$ cat src/rtl/core/wsfcp_pkg.sv
// Shared constants for the wheel speed from capture period block.
package wsfcp_pkg;

    localparam int SAMPLE_COUNT = 4;
    localparam int IDX_W        = $clog2(SAMPLE_COUNT);

    localparam int TS_W    = 32;
    localparam int CLK_W   = 28;
    localparam int MPP_W   = 32;
    localparam int SUM_W   = TS_W + $clog2(SAMPLE_COUNT - 1);
    localparam int NUM_W   = CLK_W + $clog2(SAMPLE_COUNT);
    localparam int FREQ_W  = 30;
    localparam int SPEED_W = 32;
    localparam int PROD_W  = NUM_W + MPP_W;
    localparam int FRAC_W  = 16;

    localparam int DIV_STEPS = NUM_W;
    localparam int DIV_CNT_W = $clog2(DIV_STEPS);

    localparam int CFG_IDX_W  = 1;
    localparam int CFG_DATA_W = 32;

    localparam logic [CFG_IDX_W-1:0] CFG_TIMER_CLOCK_HZ  = 1'd0;
    localparam logic [CFG_IDX_W-1:0] CFG_METRES_PER_PULSE = 1'd1;

    localparam logic OP_CAPTURE = 1'b0;
    localparam logic OP_TICK    = 1'b1;

    localparam logic [CLK_W-1:0] CLK_RESET = 28'd200000000;
    localparam logic [MPP_W-1:0] MPP_RESET = 32'd111317561;

endpackage

$ cat src/rtl/core/wheel_speed_from_capture_period.sv
// Wheel speed from capture timestamps: sample buffer, period sum, serial divide, scale.
//
//  channel  | handshake                  | payload
//  ---------+----------------------------+---------------------------------------------
//  input    | i_in_valid / o_in_ready    | i_operation, i_timestamp
//  output   | o_out_valid / i_out_ready  | o_speed_q16, o_pulse_freq_hz, o_moving,
//           |                            | o_divide_fault
//  config   | i_cfg_we                   | i_cfg_index, i_cfg_data
//
// A capture item gives no result.
// A tick runs a compare pass and a sum pass over the snapshot, 30 restoring divide steps,
// one multiply and one output step; the divider resolves one quotient bit per cycle.
// An unchanged snapshot finishes after the compare pass; a zero sum after the sum pass.
// o_in_ready is low while a tick is in work and while its result waits for a free
// output register. Reset is synchronous, active low, returns configuration to its reset
// values and clears sample and snapshot state at once.
module wheel_speed_from_capture_period (
    input  logic                                   i_clk,
    input  logic                                   i_rst_n,
    input  logic                                   i_in_valid,
    output logic                                   o_in_ready,
    input  logic                                   i_operation,
    input  logic [wsfcp_pkg::TS_W-1:0]             i_timestamp,
    output logic                                   o_out_valid,
    input  logic                                   i_out_ready,
    output logic [wsfcp_pkg::SPEED_W-1:0]          o_speed_q16,
    output logic [wsfcp_pkg::FREQ_W-1:0]           o_pulse_freq_hz,
    output logic                                   o_moving,
    output logic                                   o_divide_fault,
    input  logic                                   i_cfg_we,
    input  logic [wsfcp_pkg::CFG_IDX_W-1:0]        i_cfg_index,
    input  logic [wsfcp_pkg::CFG_DATA_W-1:0]       i_cfg_data
);

    typedef enum logic [5:0] {
        S_IDLE = 6'b000001,
        S_CMP  = 6'b000010,
        S_SUM  = 6'b000100,
        S_DIV  = 6'b001000,
        S_MUL  = 6'b010000,
        S_FIN  = 6'b100000
    } t_state;

    localparam logic [wsfcp_pkg::IDX_W-1:0] IDX_LAST =
        wsfcp_pkg::IDX_W'(wsfcp_pkg::SAMPLE_COUNT - 1);
    localparam logic [wsfcp_pkg::DIV_CNT_W-1:0] DIV_LAST =
        wsfcp_pkg::DIV_CNT_W'(wsfcp_pkg::DIV_STEPS - 1);

    t_state                               r_state, n_state;
    logic [wsfcp_pkg::CLK_W-1:0]          r_clk_hz;
    logic [wsfcp_pkg::MPP_W-1:0]          r_mpp;
    logic [wsfcp_pkg::TS_W-1:0]           r_fill [wsfcp_pkg::SAMPLE_COUNT];
    logic [wsfcp_pkg::IDX_W-1:0]          r_fill_cnt;
    logic [wsfcp_pkg::TS_W-1:0]           r_snap [wsfcp_pkg::SAMPLE_COUNT];
    logic [wsfcp_pkg::TS_W-1:0]           r_prev [wsfcp_pkg::SAMPLE_COUNT];
    logic [wsfcp_pkg::IDX_W-1:0]          r_idx;
    logic [wsfcp_pkg::TS_W-1:0]           r_last;
    logic [wsfcp_pkg::SUM_W-1:0]          r_acc;
    logic [wsfcp_pkg::SUM_W-1:0]          r_rem;
    logic [wsfcp_pkg::NUM_W-1:0]          r_quo;
    logic [wsfcp_pkg::DIV_CNT_W-1:0]      r_div_cnt;
    logic [wsfcp_pkg::PROD_W-1:0]         r_prod;
    logic                                 r_res_moving;
    logic                                 r_res_fault;
    logic                                 r_out_valid;
    logic [wsfcp_pkg::SPEED_W-1:0]        r_speed;
    logic [wsfcp_pkg::FREQ_W-1:0]         r_freq;
    logic                                 r_moving;
    logic                                 r_fault;

    logic [wsfcp_pkg::TS_W-1:0]           diff;
    logic [wsfcp_pkg::SUM_W-1:0]          n_acc;
    logic [wsfcp_pkg::SUM_W:0]            div_trial;
    logic [wsfcp_pkg::SUM_W+1:0]          div_sub;
    logic                                 div_ge;
    logic [wsfcp_pkg::NUM_W-1:0]          numer;
    logic [wsfcp_pkg::SPEED_W-1:0]        speed_sat;
    logic                                 snap_ne;
    logic                                 out_ld;
    logic                                 in_acc;

    assign o_in_ready      = (r_state == S_IDLE);
    assign in_acc          = i_in_valid && o_in_ready;
    assign out_ld          = !r_out_valid || i_out_ready;
    assign o_out_valid     = r_out_valid;
    assign o_speed_q16     = r_speed;
    assign o_pulse_freq_hz = r_freq;
    assign o_moving        = r_moving;
    assign o_divide_fault  = r_fault;

    always_comb begin
        diff      = r_snap[r_idx] - r_last;
        n_acc     = r_acc + wsfcp_pkg::SUM_W'(diff);
        snap_ne   = (r_snap[r_idx] != r_prev[r_idx]);
        div_trial = {r_rem, r_quo[wsfcp_pkg::NUM_W-1]};
        div_sub   = {1'b0, div_trial} - {2'b00, r_acc};
        div_ge    = !div_sub[wsfcp_pkg::SUM_W+1];
        numer     = wsfcp_pkg::NUM_W'(r_clk_hz)
                  * wsfcp_pkg::NUM_W'(wsfcp_pkg::SAMPLE_COUNT - 1);
        if (|r_prod[wsfcp_pkg::PROD_W-1:wsfcp_pkg::FRAC_W+wsfcp_pkg::SPEED_W]) begin
            speed_sat = '1;
        end else begin
            speed_sat = r_prod[wsfcp_pkg::FRAC_W+wsfcp_pkg::SPEED_W-1:wsfcp_pkg::FRAC_W];
        end
    end

    always_comb begin
        n_state = r_state;
        case (r_state)
            S_IDLE: begin
                if (in_acc && i_operation == wsfcp_pkg::OP_TICK) begin
                    n_state = S_CMP;
                end
            end
            S_CMP: begin
                if (snap_ne) begin
                    n_state = S_SUM;
                end else if (r_idx == IDX_LAST) begin
                    n_state = S_FIN;
                end
            end
            S_SUM: begin
                if (r_idx == IDX_LAST) begin
                    n_state = (n_acc == '0) ? S_FIN : S_DIV;
                end
            end
            S_DIV: begin
                if (r_div_cnt == DIV_LAST) begin
                    n_state = S_MUL;
                end
            end
            S_MUL: begin
                n_state = S_FIN;
            end
            S_FIN: begin
                if (out_ld) begin
                    n_state = S_IDLE;
                end
            end
            default: begin
                n_state = S_IDLE;
            end
        endcase
    end

    always_ff @(posedge i_clk) begin
        if (!i_rst_n) begin
            r_state     <= S_IDLE;
            r_clk_hz    <= wsfcp_pkg::CLK_RESET;
            r_mpp       <= wsfcp_pkg::MPP_RESET;
            r_fill_cnt  <= '0;
            r_idx       <= '0;
            r_out_valid <= 1'b0;
            for (int k = 0; k < wsfcp_pkg::SAMPLE_COUNT; k++) begin
                r_fill[k] <= '0;
                r_snap[k] <= '0;
                r_prev[k] <= '0;
            end
        end else begin
            r_state <= n_state;

            if (i_cfg_we) begin
                case (i_cfg_index)
                    wsfcp_pkg::CFG_TIMER_CLOCK_HZ: begin
                        r_clk_hz <= i_cfg_data[wsfcp_pkg::CLK_W-1:0];
                    end
                    wsfcp_pkg::CFG_METRES_PER_PULSE: begin
                        r_mpp <= i_cfg_data[wsfcp_pkg::MPP_W-1:0];
                    end
                    default: begin
                    end
                endcase
            end

            if (r_state == S_FIN && out_ld) begin
                r_out_valid <= 1'b1;
            end else if (i_out_ready) begin
                r_out_valid <= 1'b0;
            end

            case (r_state)
                S_IDLE: begin
                    r_idx <= '0;
                    if (in_acc && i_operation == wsfcp_pkg::OP_CAPTURE) begin
                        r_fill[r_fill_cnt] <= i_timestamp;
                        if (r_fill_cnt == IDX_LAST) begin
                            r_fill_cnt <= '0;
                            for (int k = 0; k < wsfcp_pkg::SAMPLE_COUNT; k++) begin
                                if (k == wsfcp_pkg::SAMPLE_COUNT - 1) begin
                                    r_snap[k] <= i_timestamp;
                                end else begin
                                    r_snap[k] <= r_fill[k];
                                end
                            end
                        end else begin
                            r_fill_cnt <= r_fill_cnt + 1'b1;
                        end
                    end
                end
                S_CMP: begin
                    if (snap_ne) begin
                        r_idx <= '0;
                    end else begin
                        r_idx <= r_idx + 1'b1;
                    end
                    r_res_moving <= 1'b0;
                    r_res_fault  <= 1'b0;
                end
                S_SUM: begin
                    r_prev[r_idx] <= r_snap[r_idx];
                    r_last        <= r_snap[r_idx];
                    r_acc         <= (r_idx == '0) ? '0 : n_acc;
                    r_idx         <= r_idx + 1'b1;
                    r_res_moving  <= 1'b1;
                    r_res_fault   <= (n_acc == '0);
                    r_quo         <= numer;
                    r_rem         <= '0;
                    r_div_cnt     <= '0;
                end
                S_DIV: begin
                    r_quo     <= {r_quo[wsfcp_pkg::NUM_W-2:0], div_ge};
                    r_rem     <= div_ge ? div_sub[wsfcp_pkg::SUM_W-1:0]
                                        : div_trial[wsfcp_pkg::SUM_W-1:0];
                    r_div_cnt <= r_div_cnt + 1'b1;
                end
                S_MUL: begin
                    r_prod <= wsfcp_pkg::PROD_W'(r_quo) * wsfcp_pkg::PROD_W'(r_mpp);
                end
                S_FIN: begin
                    if (out_ld) begin
                        r_moving <= r_res_moving;
                        r_fault  <= r_res_fault;
                        if (r_res_moving && !r_res_fault) begin
                            r_speed <= speed_sat;
                            r_freq  <= wsfcp_pkg::FREQ_W'(r_quo);
                        end else begin
                            r_speed <= '0;
                            r_freq  <= '0;
                        end
                    end
                end
                default: begin
                end
            endcase
        end
    end

`ifndef NO_ASSERTIONS
    a_fault_moving: assert property (@(posedge i_clk) disable iff (!i_rst_n)
        r_out_valid && r_fault |-> r_moving)
        else $error("divide fault reported without snapshot change");

    a_zero_result: assert property (@(posedge i_clk) disable iff (!i_rst_n)
        r_out_valid && (!r_moving || r_fault) |-> (r_speed == '0 && r_freq == '0))
        else $error("nonzero speed on a stationary or faulted result");

    a_div_range: assert property (@(posedge i_clk) disable iff (!i_rst_n)
        r_state == S_DIV |-> r_div_cnt <= DIV_LAST)
        else $error("divide step count out of range");

    a_load_from_fin: assert property (@(posedge i_clk) disable iff (!i_rst_n)
        $rose(r_out_valid) |-> $past(r_state == S_FIN))
        else $error("result loaded outside the final step");

    a_busy_not_ready: assert property (@(posedge i_clk) disable iff (!i_rst_n)
        (r_state == S_DIV || r_state == S_SUM) |-> !o_in_ready)
        else $error("input ready while a tick is in work");
`endif

endmodule

$ cat config.mk
export PLATFORM = sky130hd
export DESIGN_NAME = wheel_speed_from_capture_period
export DESIGN_NICKNAME = d
export VERILOG_FILES = /design/src/rtl/core/wsfcp_pkg.sv /design/src/rtl/core/wheel_speed_from_capture_period.sv
export SDC_FILE = /design/constraint.sdc
export NUM_CORES = 2
export LEC_CHECK = 0
export BUFFER_PORTS_ARGS = -buffer_cell sky130_fd_sc_hd__buf_2
export CAP_MARGIN = 20
export CORE_ASPECT_RATIO = 0.6
export CORE_UTILIZATION = 45
export DETAILED_ROUTE_END_ITERATION = 6
export SYNTH_ARGS = -nofsm -noshare
export SYNTH_HDL_FRONTEND = slang
export SYNTH_SLANG_ARGS = --single-unit
$ cat constraint.sdc
create_clock -name i_clk -period 9.7 [get_ports i_clk]
set_clock_uncertainty 0.05 [all_clocks]
set_input_delay 1.94 -clock i_clk [delete_from_list [all_inputs] [get_ports i_clk]]
set_output_delay 1.94 -clock i_clk [all_outputs]
set_load 0.01 [all_outputs]
==> metrics.txt <==
Post-Syn Area per Cell=10.25 um2; Hold Crit Class=register to register; Die X=485.0 um; critical path class=register to register; initial core utilization=45.71%; internal power=10530 uW; synth unique cells=86; share of the synthesized area in the top cell type=28.55%; nets=7456; Crit-path slowest cell=edfxtp_1; sw frac=between 40 and 50%; Core ar.=between 100000 and 150000 um2; largest net degree at the start of global routing=129; sequential share of the synthesized area=30.87%; Antenna Nets Post-Route=0; clock share of power=15.8%; startpoint types=register; crit-path max cell delay=1.01 ns; combinational share of power=63.6%; most common cell after layout, fill and taps aside=inv_1; drc violations=0; dpl cells=about 7900; final cell count without fillers=between 8000 and 9000; total power=18920 uW; Clock Pin Slew Worst Setup and Hold Paths=0.07 ns; io pins=approximately 140; Fmax=110.6 MHz; Crit path top cell by count=fa_1; most frequent cells in the layout=inv_1 (972), fa_1 (839), and2_1 (782), nand2_1 (697), edfxtp_1 (599); vias=42756; GRT Total Usage=about 24%; drt wl/cell=20.97 um; Root Driver=clkbuf_16; RSZ-0062 raised after global routing=no; Pwr per Cell Area=around 280 nW/um2; layout cells sized above 1=7.948%; VDD IR max=619.2 uV; DR pass1 iterations=5; clk buf depth=3; first-pass GRT wire length=265800 um; Critical Path AT=~9.4 ns; Leak Pwr=0.03069 uW; H-tree depth=3; dpl cell area=65860 um2; TritonCTS sink count=672; antenna violations before repair=2; Worst slew margin=between 10% and 20%; Max FO, Critical Path=22; Sum Neg Setup Slack=0 ns; Ys Warns=0; FP Rows=105; hold buffers post-CTS=0; synthesized cell area=63000 um2; register bit total from synthesis=672; Post-synth EDFFs=599; buffers added on ports=roughly 140; Reg power frac=between 20% and 30%; Synth area leaders=edfxtp_1 (29%), fa_1 (27%), and2_1 (7.8%), ha_1 (7.5%), inv_1 (5.8%); die area=about 140000 um2; total CTS buffers=72; GP Congestion=about 0.9; die height=291.8 um; Net Sw Power=8390 uW; WP data required=10.04 ns; critical path endpoint category=register; WL final=about 170000 um; Max Cap Viol=0; asr flop ratio synth=0%; status=finished clean; fin crit period=9.045 ns; vias in the first global route=44375; post-CTS setup repair buffer count=0; ys flop type=edfxtp_1; 1st-iter DRT viols=around 3600; TritonCTS clock tree=yes; dpl hpwl=127300 um; fin area=68420 um2; Layout area overhead=8.607%; Slew Limit Fails=0; Clk Latency, worst-skew pair=0.72 ns; Worst-Margin Slew=1.251 ns; post-synth top area cell=edfxtp_1; Syn Nets=7432; hold violation count in the final report=0; period utilization=about 93%; endpoints failing setup=0; grt ovf=0; Post-Syn Instances=6144; vias per std cell=between 5 and 6; Post-CTS Resized=0; Hold Slack=0.4076 ns
==> power groups by stage <==
stage | clock, uW | sequential (uW) | combinational [uW]
final | 2980 | 3900 | 12000
after global routing | 3150 | 3910 | 13700
after CTS | 3050 | 3900 | 12100
after detailed placement | 0 | 3960 | 11900
after global placement | 0 | 3960 | 11900
after floorplan | 0 | 3930 | 8680
==> path summary, 6_finish.rpt <==
path / slack (ns) / end / depth (start not counted) / start
setup / recovery: 0.66 / r_prod[45]$_DFFE_PP_ / 28 / r_quo[6]$_DFFE_PP_
hold / removal: 0.41 / r_mpp[8]$_SDFFE_PN0P_ / 2 / r_mpp[8]$_SDFFE_PN0P_
setup reg to reg: 0.66 / r_prod[45]$_DFFE_PP_ / 28 / r_quo[6]$_DFFE_PP_
hold reg to reg: 0.41 / r_mpp[8]$_SDFFE_PN0P_ / 2 / r_mpp[8]$_SDFFE_PN0P_
==> cell families after synthesis <==
kind of cell	Yosys count	share of synthesized area, %
flip-flops	672	30.87
multiplexers	98	2.256
AND/OR/NAND/NOR	2136	16.91
adder cells (fa/ha/maj)	1217	34.17
buffers and inverters	1291	7.706
AO/OA/AOI/OAI	543	5.491
XOR/XNOR	187	2.600
==> worst max-delay path, delay by kind of cell, from the launching register on <==
kind	cells	cell delay (ns)
AO/OA/AOI/OAI	7	1.43
flip-flops	1	1.01
AND/OR/NAND/NOR	6	1.10
adder cells (fa/ha/maj)	9	4.38
buffers and inverters	5	0.62
XOR/XNOR	1	0.16
==> Yosys cell counts, types with 5 or more instances <==
master,count
a21oi_1,196
o21ai_1,44
nand2_1,699
nor4_1,19
o31ai_1,7
and2_1,782
dfxtp_1,73
o21ai_0,74
o21a_1,19
nand3_1,63
a21o_1,74
inv_1,973
a21boi_0,10
a31oi_1,15
o211ai_1,5
nand4_1,19
xor2_1,59
ha_1,378
mux4_2,32
nor2_1,353
o21bai_1,18
edfxtp_1,599
a211oi_1,15
nor2b_1,45
nand3b_1,5
xnor2_1,128
or2_2,9
and3_1,49
nor3_1,38
fa_1,839
buf_1,13
mux2i_1,34
nand2b_1,24
clkbuf_1,299
mux2_2,32
or3_1,11
nor3b_1,5
==> per-layer routing <==
| metal | vias up | routed length, um | global-route usage (%) |
|---|---|---|---|
| met5 | - | 13 | 0 |
| met2 | 1395 | 67430 | 34.04 |
| met3 | 152 | 13520 | 5.258 |
| met4 | 2 | 3024 | 4.457 |
| li1 | 19470 | - | - |
| met1 | 21737 | 84790 | 38.60 |
==> through the flow <==
stage	worst slack [ns]	util [%]
CTS	0.7500	49.61
detailed placement	0.8225	47.79
global placement	0.8914	47.78
finish	0.6552	49.65
global route	0.1476	49.65
floorplan	2.066	-
==> sequential cells by signal, summed over array words and instances (netlist names), 28 cells and up, named ones only <==
name             count
r_prev             128
r_snap             128
r_fill              96
r_prod              46
r_acc               34
r_rem               34
o_speed_q16         32
r_last              32
r_mpp               32
o_pulse_freq_hz     30
r_quo               30
r_clk_hz            28
==> cell type report <==
class | instances | area (um2)
fillers | 12588 | 69390
multi-input cells | 4181 | 38800
flip-flops and latches | 672 | 19460
inverters | 974 | 3656
well taps | 1819 | 2276
clock buffers | 87 | 1858
repair buffers | 267 | 1724
clock inverters | 47 | 650.6
diodes | 1 | 2.502
No activity file was read; power rests on OpenSTA's default activity.
